`config.mk`:
```
export PLATFORM = sky130hd
export DESIGN_NAME = round_robin_thread_scheduler
export DESIGN_NICKNAME = d
export VERILOG_FILES = /design/src/design/rrts_pkg.sv /design/src/design/rrts_ring.sv /design/src/design/round_robin_thread_scheduler.sv
export SDC_FILE = /design/constraint.sdc
export NUM_CORES = 1
export LEC_CHECK = 0
export BUFFER_PORTS_ARGS = -buffer_cell sky130_fd_sc_hd__buf_2
export CELL_PAD_IN_SITES_DETAIL_PLACEMENT = 0
export CELL_PAD_IN_SITES_GLOBAL_PLACEMENT = 1
export CORE_UTILIZATION = 40
export DETAILED_ROUTE_END_ITERATION = 12
export PLACE_DENSITY_LB_ADDON = 0.1
export SLEW_MARGIN = 20
export SYNTH_ARGS = -nofsm -noshare
export SYNTH_HDL_FRONTEND = slang
export SYNTH_HIERARCHICAL = 1
export SYNTH_SLANG_ARGS = --single-unit
export TNS_END_PERCENT = 30
```
`constraint.sdc`:
```
create_clock -name clock -period 6.2 [get_ports clock]
set_input_delay 0.31 -clock clock [delete_from_list [all_inputs] [get_ports clock]]
set_output_delay 0.31 -clock clock [all_outputs]
set_load 0.1 [all_outputs]
```
`src/design/rrts_pkg.sv`:
```
// Package for the round-robin thread scheduler: request/response beat types,
// thread state codes, request and status codes, sequencer states. No dependencies.
package rrts_pkg;

   localparam int ThreadSlotsDefault = 16;

   typedef enum logic [2:0] {
      REQ_SPAWN     = 3'd0,
      REQ_TERMINATE = 3'd1,
      REQ_BLOCK     = 3'd2,
      REQ_RESUME    = 3'd3,
      REQ_SLEEP     = 3'd4,
      REQ_TICK      = 3'd5,
      REQ_RSVD6     = 3'd6,
      REQ_RSVD7     = 3'd7
   } req_code_type;

   typedef enum logic [2:0] {
      ST_FREE    = 3'd0,
      ST_RUNNING = 3'd1,
      ST_READY   = 3'd2,
      ST_BLOCKED = 3'd3,
      ST_SLEEP   = 3'd4,
      ST_BSLEEP  = 3'd5
   } thr_state_type;

   typedef enum logic [2:0] {
      STS_OK        = 3'd0,
      STS_NO_THREAD = 3'd1,
      STS_MAIN      = 3'd2,
      STS_NO_FREE   = 3'd3,
      STS_NULL      = 3'd4
   } status_code_type;

   typedef enum logic [3:0] {
      SQ_IDLE,
      SQ_DECODE,
      SQ_SPAWN_SCAN,
      SQ_RM_FIND,
      SQ_RM_SHIFT,
      SQ_WAKE_SCAN,
      SQ_REQUEUE,
      SQ_POP,
      SQ_CLEAR,
      SQ_DONE
   } seq_state_type;

   typedef struct packed {
      logic [2:0]  req_type;
      logic [3:0]  thread_id;
      logic [31:0] entry_addr;
      logic [15:0] sleep_quanta;
   } req_beat_type;

   typedef struct packed {
      logic [2:0]  status;
      logic [3:0]  new_tid;
      logic [3:0]  current_tid;
      logic [31:0] quanta_total;
      logic        shutdown;
   } rsp_beat_type;

endpackage

```
`src/design/rrts_ring.sv`:
```
// Ready ring: FIFO of thread ids in a small memory with one read and one
// write port. No dependencies.
module rrts_ring #(
   parameter int Slots = 16,
   localparam int IdW = (Slots > 1) ? $clog2(Slots) : 1
) (
   input  logic           clock,
   input  logic           wr_en,
   input  logic [IdW-1:0] wr_addr,
   input  logic [IdW-1:0] wr_data,
   input  logic [IdW-1:0] rd_addr,
   output logic [IdW-1:0] rd_data_ff
);
   logic [IdW-1:0] mem [Slots];

   // write port
   always_ff @(posedge clock) begin
      if (wr_en) begin
         mem[wr_addr] <= wr_data;
      end
   end

   // registered read port
   always_ff @(posedge clock) begin
      rd_data_ff <= mem[rd_addr];
   end
endmodule

```
`src/design/round_robin_thread_scheduler.sv`:
```
// Round-robin thread scheduler, top level: sequencer, thread table, ring control.
// Depends on rrts_pkg and rrts_ring.
//
// One request at a time. Each request is decoded, then spawn and every switch scan
// the thread table (one slot per cycle), and removing a ready thread from the ring
// walks the ring entries through the find and shift states. The single wake-time
// comparator and the single-read-port ring memory set these costs. Terminating
// thread 0 sweeps the thread table back to reset, one slot per cycle, before the
// response beat. req_stall is high from acceptance until the response beat has
// been taken.
module round_robin_thread_scheduler #(
   parameter int THREAD_SLOTS = rrts_pkg::ThreadSlotsDefault,
   localparam int IdW = (THREAD_SLOTS > 1) ? $clog2(THREAD_SLOTS) : 1,
   localparam int CntW = $clog2(THREAD_SLOTS + 1)
) (
   input  logic                  clock,
   input  logic                  reset,
   input  logic                  req_valid,
   output logic                  req_stall,
   input  rrts_pkg::req_beat_type req_data,
   output logic                  rsp_valid,
   input  logic                  rsp_stall,
   output rrts_pkg::rsp_beat_type rsp_data
);
   localparam logic [IdW-1:0] LastId = IdW'(THREAD_SLOTS - 1);
   localparam logic [CntW-1:0] FullCnt = CntW'(THREAD_SLOTS);

   // thread table
   rrts_pkg::thr_state_type st_ff [THREAD_SLOTS];
   logic [31:0] wake_mem [THREAD_SLOTS];
   logic [31:0] entry_mem [THREAD_SLOTS];

   // control registers
   rrts_pkg::seq_state_type state_ff, state_in;
   rrts_pkg::req_beat_type  req_ff;
   logic [IdW-1:0]  head_ff, active_ff, idx_ff, find_ff;
   logic [CntW-1:0] count_ff, k_ff;
   logic [31:0]     qc_ff;
   logic [2:0]      status_ff;
   logic [IdW-1:0]  new_tid_ff;
   logic            shut_ff;
   // ring removal walk: find_ff holds the matching position, fnd_ff marks it valid
   logic            fnd_ff;
   // head was written by the requeue of an empty ring, so the read is stale
   logic            pop_byp_ff;
   logic [IdW-1:0]  pop_id;

   // ring memory wires
   logic           rwr_en;
   logic [IdW-1:0] rwr_addr, rwr_data, rrd_addr, rrd_data_ff;

   rrts_ring #(.Slots(THREAD_SLOTS)) u_ring (
      .clock(clock), .wr_en(rwr_en), .wr_addr(rwr_addr), .wr_data(rwr_data),
      .rd_addr(rrd_addr), .rd_data_ff(rrd_data_ff)
   );

   function automatic logic [IdW-1:0] rpos(input logic [IdW-1:0] h,
                                           input logic [CntW-1:0] k);
      logic [CntW:0] p;
      p = (CntW+1)'(h) + (CntW+1)'(k);
      if (p >= (CntW+1)'(THREAD_SLOTS)) p = p - (CntW+1)'(THREAD_SLOTS);
      return p[IdW-1:0];
   endfunction

   // decode view of the request
   logic [IdW-1:0] tid;
   logic           tid_ok, exists, is_act;
   rrts_pkg::thr_state_type tst;
   always_comb begin
      tid_ok = ({28'd0, req_ff.thread_id} < 32'(THREAD_SLOTS));
      tid    = IdW'(req_ff.thread_id);
      tst    = st_ff[tid];
      exists = tid_ok && (tst != rrts_pkg::ST_FREE);
      is_act = tid_ok && (tid == active_ff);
   end

   logic scan_last, find_last;
   assign scan_last = (idx_ff == LastId);
   assign find_last = (k_ff + CntW'(1) >= count_ff);
   assign pop_id    = pop_byp_ff ? active_ff : rrd_data_ff;

   // next state
   always_comb begin
      state_in = state_ff;
      case (state_ff)
         rrts_pkg::SQ_IDLE:
            if (req_valid) state_in = rrts_pkg::SQ_DECODE;
         rrts_pkg::SQ_DECODE: begin
            state_in = rrts_pkg::SQ_DONE;
            case (req_ff.req_type)
               rrts_pkg::REQ_SPAWN:
                  if (req_ff.entry_addr != 32'd0) state_in = rrts_pkg::SQ_SPAWN_SCAN;
               rrts_pkg::REQ_TERMINATE:
                  if (exists && tid == '0) state_in = rrts_pkg::SQ_CLEAR;
                  else if (exists && tst == rrts_pkg::ST_READY)
                     state_in = rrts_pkg::SQ_RM_FIND;
                  else if (exists && is_act) state_in = rrts_pkg::SQ_WAKE_SCAN;
               rrts_pkg::REQ_BLOCK:
                  if (exists && tid != '0) begin
                     if (is_act) state_in = rrts_pkg::SQ_WAKE_SCAN;
                     else if (tst == rrts_pkg::ST_READY) state_in = rrts_pkg::SQ_RM_FIND;
                  end
               rrts_pkg::REQ_SLEEP:
                  if (active_ff != '0) state_in = rrts_pkg::SQ_WAKE_SCAN;
               rrts_pkg::REQ_TICK:
                  state_in = rrts_pkg::SQ_WAKE_SCAN;
               default: state_in = rrts_pkg::SQ_DONE;
            endcase
         end
         rrts_pkg::SQ_SPAWN_SCAN:
            if (st_ff[idx_ff] == rrts_pkg::ST_FREE || scan_last)
               state_in = rrts_pkg::SQ_DONE;
         rrts_pkg::SQ_RM_FIND:
            if (count_ff == '0) state_in = rrts_pkg::SQ_DONE;
            else state_in = rrts_pkg::SQ_RM_SHIFT;
         rrts_pkg::SQ_RM_SHIFT:
            if (find_last) begin
               if (req_ff.req_type == rrts_pkg::REQ_TERMINATE && is_act)
                  state_in = rrts_pkg::SQ_WAKE_SCAN;
               else state_in = rrts_pkg::SQ_DONE;
            end else state_in = rrts_pkg::SQ_RM_FIND;
         rrts_pkg::SQ_WAKE_SCAN:
            if (scan_last) state_in = rrts_pkg::SQ_REQUEUE;
         rrts_pkg::SQ_REQUEUE:
            state_in = rrts_pkg::SQ_POP;
         rrts_pkg::SQ_POP:
            state_in = rrts_pkg::SQ_DONE;
         rrts_pkg::SQ_CLEAR:
            if (scan_last) state_in = rrts_pkg::SQ_DONE;
         rrts_pkg::SQ_DONE:
            if (!rsp_stall) state_in = rrts_pkg::SQ_IDLE;
         default: state_in = rrts_pkg::SQ_IDLE;
      endcase
   end

   always_ff @(posedge clock) begin
      if (reset) state_ff <= rrts_pkg::SQ_IDLE;
      else state_ff <= state_in;
   end

   // ring port selection
   logic push_en;
   logic [IdW-1:0] push_id;
   logic wake_hit;
   assign wake_hit = (wake_mem[idx_ff] == qc_ff);
   always_comb begin
      push_en = 1'b0;
      push_id = idx_ff;
      case (state_ff)
         rrts_pkg::SQ_SPAWN_SCAN:
            push_en = (st_ff[idx_ff] == rrts_pkg::ST_FREE);
         rrts_pkg::SQ_WAKE_SCAN:
            push_en = (st_ff[idx_ff] == rrts_pkg::ST_SLEEP) && wake_hit;
         rrts_pkg::SQ_REQUEUE: begin
            push_en = (st_ff[active_ff] == rrts_pkg::ST_RUNNING);
            push_id = active_ff;
         end
         rrts_pkg::SQ_DECODE:
            if (req_ff.req_type == rrts_pkg::REQ_RESUME && exists &&
                tst == rrts_pkg::ST_BLOCKED) begin
               push_en = 1'b1;
               push_id = tid;
            end
         default: push_en = 1'b0;
      endcase
      push_en  = push_en && (count_ff < FullCnt);
      rwr_en   = push_en;
      rwr_addr = rpos(head_ff, count_ff);
      rwr_data = push_id;
      rrd_addr = head_ff;
      // entries behind the match move up one place
      if (state_ff == rrts_pkg::SQ_RM_SHIFT) begin
         rwr_en   = fnd_ff && (k_ff > CntW'(find_ff));
         rwr_addr = rpos(head_ff, k_ff - CntW'(1));
         rwr_data = rrd_data_ff;
      end
      if (state_ff == rrts_pkg::SQ_RM_FIND || state_ff == rrts_pkg::SQ_RM_SHIFT)
         rrd_addr = rpos(head_ff, k_ff + CntW'(1));
      if (state_ff == rrts_pkg::SQ_DECODE || state_ff == rrts_pkg::SQ_RM_FIND)
         rrd_addr = rpos(head_ff, (state_ff == rrts_pkg::SQ_DECODE) ? '0 : k_ff);
   end

   // datapath
   always_ff @(posedge clock) begin
      if (reset) begin
         for (int i = 0; i < THREAD_SLOTS; i++)
            st_ff[i] <= (i == 0) ? rrts_pkg::ST_RUNNING : rrts_pkg::ST_FREE;
         head_ff   <= '0;
         count_ff  <= '0;
         active_ff <= '0;
         qc_ff     <= 32'd1;
         idx_ff    <= '0;
         k_ff      <= '0;
         find_ff   <= '0;
         fnd_ff    <= 1'b0;
         pop_byp_ff <= 1'b0;
         shut_ff   <= 1'b0;
         status_ff <= rrts_pkg::STS_OK;
         new_tid_ff <= '0;
      end else begin
         if (push_en) count_ff <= count_ff + CntW'(1);
         pop_byp_ff <= (state_ff == rrts_pkg::SQ_REQUEUE) && push_en && (count_ff == '0);
         case (state_ff)
            rrts_pkg::SQ_IDLE:
               if (req_valid) begin
                  req_ff     <= req_data;
                  status_ff  <= rrts_pkg::STS_OK;
                  new_tid_ff <= '0;
                  shut_ff    <= 1'b0;
                  idx_ff     <= '0;
                  k_ff       <= '0;
                  fnd_ff     <= 1'b0;
               end
            rrts_pkg::SQ_DECODE:
               case (req_ff.req_type)
                  rrts_pkg::REQ_SPAWN:
                     status_ff <= (req_ff.entry_addr == 32'd0) ? rrts_pkg::STS_NULL
                                                               : rrts_pkg::STS_NO_FREE;
                  rrts_pkg::REQ_TERMINATE:
                     if (!exists) status_ff <= rrts_pkg::STS_NO_THREAD;
                     else if (tid == '0) shut_ff <= 1'b1;
                     else if (tst != rrts_pkg::ST_READY) st_ff[tid] <= rrts_pkg::ST_FREE;
                  rrts_pkg::REQ_BLOCK:
                     if (!exists) status_ff <= rrts_pkg::STS_NO_THREAD;
                     else if (tid == '0) status_ff <= rrts_pkg::STS_MAIN;
                     else if (is_act) st_ff[tid] <= rrts_pkg::ST_BLOCKED;
                     else if (tst == rrts_pkg::ST_SLEEP) st_ff[tid] <= rrts_pkg::ST_BSLEEP;
                  rrts_pkg::REQ_RESUME:
                     if (!exists) status_ff <= rrts_pkg::STS_NO_THREAD;
                     else if (tst == rrts_pkg::ST_BLOCKED) st_ff[tid] <= rrts_pkg::ST_READY;
                     else if (tst == rrts_pkg::ST_BSLEEP) st_ff[tid] <= rrts_pkg::ST_SLEEP;
                  rrts_pkg::REQ_SLEEP:
                     if (active_ff == '0) status_ff <= rrts_pkg::STS_MAIN;
                     else begin
                        wake_mem[active_ff] <= qc_ff + {16'd0, req_ff.sleep_quanta};
                        st_ff[active_ff]    <= rrts_pkg::ST_SLEEP;
                     end
                  default: status_ff <= rrts_pkg::STS_OK;
               endcase
            rrts_pkg::SQ_SPAWN_SCAN: begin
               if (st_ff[idx_ff] == rrts_pkg::ST_FREE) begin
                  st_ff[idx_ff]     <= rrts_pkg::ST_READY;
                  entry_mem[idx_ff] <= req_ff.entry_addr;
                  new_tid_ff        <= idx_ff;
                  status_ff         <= rrts_pkg::STS_OK;
               end
               idx_ff <= idx_ff + IdW'(1);
            end
            rrts_pkg::SQ_RM_FIND:
               // rrd_data_ff holds ring entry k
               if (!fnd_ff && rrd_data_ff == tid) begin
                  fnd_ff  <= 1'b1;
                  find_ff <= k_ff[IdW-1:0];
               end
            rrts_pkg::SQ_RM_SHIFT: begin
               k_ff <= k_ff + CntW'(1);
               if (find_last) begin
                  if (fnd_ff || rrd_data_ff == tid) count_ff <= count_ff - CntW'(1);
                  st_ff[tid] <= (req_ff.req_type == rrts_pkg::REQ_TERMINATE)
                                ? rrts_pkg::ST_FREE : rrts_pkg::ST_BLOCKED;
               end
            end
            rrts_pkg::SQ_WAKE_SCAN: begin
               if (wake_hit && st_ff[idx_ff] == rrts_pkg::ST_SLEEP)
                  st_ff[idx_ff] <= rrts_pkg::ST_READY;
               else if (wake_hit && st_ff[idx_ff] == rrts_pkg::ST_BSLEEP)
                  st_ff[idx_ff] <= rrts_pkg::ST_BLOCKED;
               idx_ff <= idx_ff + IdW'(1);
               if (scan_last) qc_ff <= qc_ff + 32'd1;
            end
            rrts_pkg::SQ_REQUEUE:
               if (st_ff[active_ff] == rrts_pkg::ST_RUNNING)
                  st_ff[active_ff] <= rrts_pkg::ST_READY;
            rrts_pkg::SQ_POP:
               if (count_ff != '0) begin
                  active_ff <= pop_id;
                  st_ff[pop_id] <= rrts_pkg::ST_RUNNING;
                  head_ff  <= rpos(head_ff, CntW'(1));
                  count_ff <= count_ff - CntW'(1);
               end
            rrts_pkg::SQ_CLEAR: begin
               st_ff[idx_ff] <= (idx_ff == '0) ? rrts_pkg::ST_RUNNING : rrts_pkg::ST_FREE;
               idx_ff    <= idx_ff + IdW'(1);
               head_ff   <= '0;
               count_ff  <= '0;
               active_ff <= '0;
               qc_ff     <= 32'd1;
            end
            default: begin
            end
         endcase
      end
   end

   // outputs
   always_comb begin
      req_stall            = (state_ff != rrts_pkg::SQ_IDLE);
      rsp_valid            = (state_ff == rrts_pkg::SQ_DONE);
      rsp_data.status      = status_ff;
      rsp_data.new_tid     = 4'(new_tid_ff);
      rsp_data.current_tid = 4'(active_ff);
      rsp_data.quanta_total = qc_ff;
      rsp_data.shutdown    = shut_ff;
   end

   // assertions
   a_count_bound: assert property (@(posedge clock) disable iff (reset)
      count_ff <= FullCnt) else $error("ring count above depth");
   a_stall_busy: assert property (@(posedge clock) disable iff (reset)
      rsp_valid |-> req_stall) else $error("input taken while response pending");
   a_qc_step: assert property (@(posedge clock) disable iff (reset)
      (state_ff == rrts_pkg::SQ_IDLE) |=> (qc_ff == $past(qc_ff)))
      else $error("quantum count moved while idle");
   a_shut_reset: assert property (@(posedge clock) disable iff (reset)
      (rsp_valid && shut_ff) |-> (qc_ff == 32'd1 && active_ff == '0))
      else $error("shutdown without reset state");
endmodule

```
==> qor.yml <==
finish:
  seq_area_sq_mm: 0.0222
  area_growth_pct: 16.6
  layout.nets: 2591
  multi_input_area_sq_mm: 0.0115
  n_fill_cell: 7375
  design_area_sq_mm: 0.0398
  final_cell_mix: "edfxtp_1 (679), nor2_1 (133), mux4_2 (116)"
  final_common_cell: "edfxtp_1"
  final_layout_size_suffix_gt1_frac: 0.203
global_route:
  grt_use_total: 0.232
  grt_max_degree: 60
  grt_pass1_vias: 21100
  grt_pass1_wl_um: 145000
  antenna_found_initial: 2
  gr-total-overflow: 0
placement:
  place_area_sq_mm: 0.0365
  io_buffers: 104
  place_congestion: 0.854
  dpl.hpwl_um: 65700
sta:
  final.setup.tns_ps: 0
  min_period_ps: 5870
  fmax_ghz: 0.170
  finalSetupViolations: 0
  rsz0062_at_grt: "false"
  drv_slew: 0
  fin_skew_ps: 32.7
  slew_headroom: 0.250
  whs_ps: 219
  finalCritPeriodShare: 0.947
  hold_violations: 0
  worst_slew_pin_slew_ps: 1120
clocking:
  insertion_delay_ps: 650
  cts_root_buf: "clkbuf_16"
  cts.sinks: 767
  cts_buffers: 85
  clkTransAtPathRegs_ps: 60
  cts-htree-levels: 3
  clockBufferDepth: 3
  cts_tree: "yes"
  postCtsSetupBuffers: 0
die:
  rows: 106
  start_util: 0.406
  die_h_um: 294
  num_io_pins: 105
  die_area_sq_mm: 0.0866
  core_sq_mm: 0.0841
  die_w_um: 294
logic_synthesis:
  yosysWarnings: 6
  synth_top_area_share: 0.597
  synth_area_leader_cell: "edfxtp_1"
  synth_edf_count: 679
  synth-seq-area-share: 0.648
  synthArstFlopShare: 0
  netlist_area_sq_mm: 0.0342
  synth.avg_cell_area_sq_um: 15.2
  ys_ff_latch: 767
  synth.distinct_cells: 83
  synth_ff_type: "edfxtp_1"
  synth.area.top_cells: "edfxtp_1 (60%), mux4_2 (7.6%), dfxtp_1 (5.2%)"
  syn_inst: 2245
critical_path:
  crit_path_max_incr_delay_ps: 900
  cp-end-kind: "flip-flop"
  crit_chain: "buf_4 > mux2i_1 > xnor2_1 > a22o_1 > a221oi_1 > nand4_1 > nor4_4 > nand4_1 > a21oi_1 > buf_4 > nand2b_1 > or3b_2 > nor3_1"
  worst-setup-path-type: "flip-flop to flip-flop"
  cp_max_fo: 51
  critPathRequiredTime_ps: 6480
  start_kind: "flip-flop"
  critical-path-slowest-cell: "dfxtp_4"
  arrival_ps: 6150
  reg2reg_slack_ps: 330
route:
  ant_nets: 0
  initialDrtViolationCount: 1740
  vias_per_cell: 5.66
  drcViolationCount: 0
  wl_per_cell_um: 27.0
  drt_first_pass_iters: 5
  vias: 20900
  drt-total-wl_um: 99600
run:
  cap_violations: 0
outcome:
  outcome: "complete, no violations"
power:
  ir_drop_mv: 0.234
  leakagePower_nw: 13.7
  power.density_mw_per_mm2: 329
worst_hold_path:
  hp-class: "input pin to flip-flop"
-- flip-flops by register name, summed over array words and instances, names as in the netlist, named ones only --
| signal | count |
|---|---|
| idx_ff | 4 |
| req_ff | 51 |
| tid | 4 |
| pop_byp_ff | 1 |
| fnd_ff | 1 |
| count_ff | 5 |
| wake_mem | 512 |
| st_ff | 48 |
| new_tid_ff | 4 |
| k_ff | 5 |
| state_ff | 4 |
| find_ff | 4 |
| qc_ff | 32 |
| shut_ff | 1 |
| u_ring/rd_data_ff | 4 |
| status_ff | 3 |
| u_ring/mem | 64 |
| head_ff | 4 |
| active_ff | 4 |
-- power breakdown --
group / switching, mW / internal, mW / total (mW) / leakage [nW]
combinational: 1.26 / 0.886 / 2.15 / 5.21
sequential: 0.196 / 5.76 / 5.96 / 7.17
clock: 2.07 / 2.91 / 4.99 / 1.33
-- repair_timing --
action / 4_1_cts / 5_1_grt
endpoints found under the setup margin: 0 / 0
hold buffers: 56 / 0
resized for setup: 0 / 0
hold endpoints to repair: 59 / 0
-- synth_stat cells (18+ instances only) --
master    instances
ha_1             42
mux4_1           20
and3_1           23
nand4_1          23
a31oi_1          21
a21oi_1          67
mux4_2          116
edfxtp_1        679
o22ai_1          20
nand2_1         106
xnor2_1          85
clkbuf_1         70
nand3_1          41
inv_1            39
nor4_1           60
o31ai_1          20
o21ai_0          48
a22oi_1          32
nor3_1           37
nor2_1          145
mux2i_1         108
xor2_1           65
buf_2            34
mux2_2           18
dfxtp_1          88
-- per-layer routing --
layer  vias to the layer above  GRT usage  wire length (um)
met2                       688      0.384             48600
met1                     10800      0.316             43000
met3                       157     0.0370              5350
met4                         0     0.0671              2630
li1                       9291          -                 -
met5                         -          0                 0
-- worst max-delay path, delay by kind of cell, from the launching register on --
family	cells	cell delay (ps)
AO/OA/AOI/OAI	3	1120
XOR/XNOR	1	100
buffers and inverters	2	610
flip-flops	1	900
multiplexers	1	260
AND/OR/NAND/NOR	6	2490
-- cells by family after synthesis --
family          Yosys count  share of synthesized area
flops                   767                      0.648
simple gates            534                     0.0798
compound gates          304                     0.0592
mux                     265                      0.132
buf+inv                 178                     0.0247
xor+xnor                150                     0.0385
fa+ha+maj                46                     0.0177
other cells               1                   0.000110
-- area by class of cell --
| cell class | count | share of cell area |
|---|---|---|
| flip-flops and latches | 767 | 0.556 |
| multi-input cells | 1331 | 0.289 |
| clock buffers | 113 | 0.0579 |
| repair buffers | 259 | 0.0464 |
| well taps | 1134 | 0.0356 |
| clock inverters | 45 | 0.0106 |
| inverters | 42 | 0.00402 |
| diodes | 1 | 0.0000628 |
-- worst paths after layout --
kind / start / endpoint / cells after the start
worst max-delay path: flip-flop / u_ring/mem[0][2] / 13
worst max register to register: flip-flop / u_ring/mem[0][2] / 13
worst min register to register: status_ff[0] / status_ff[0] / 2
worst min-delay path: req_valid / new_tid_ff[2] / 5
-- per-stage QoR --
stage / util / setup slack (ps) / cells / power (mW)
floorplan: - / 536 / 2276 / 7.54
detailed placement: 0.434 / 160 / 3477 / 8.18
global placement: 0.434 / 223 / 3477 / 8.17
finish: 0.474 / 331 / 3692 / 13.1
CTS: 0.473 / 155 / 3691 / 13.2
global route: 0.474 / 11.7 / 3691 / 13.6
Note: power is estimated with default switching activity, not from simulation.
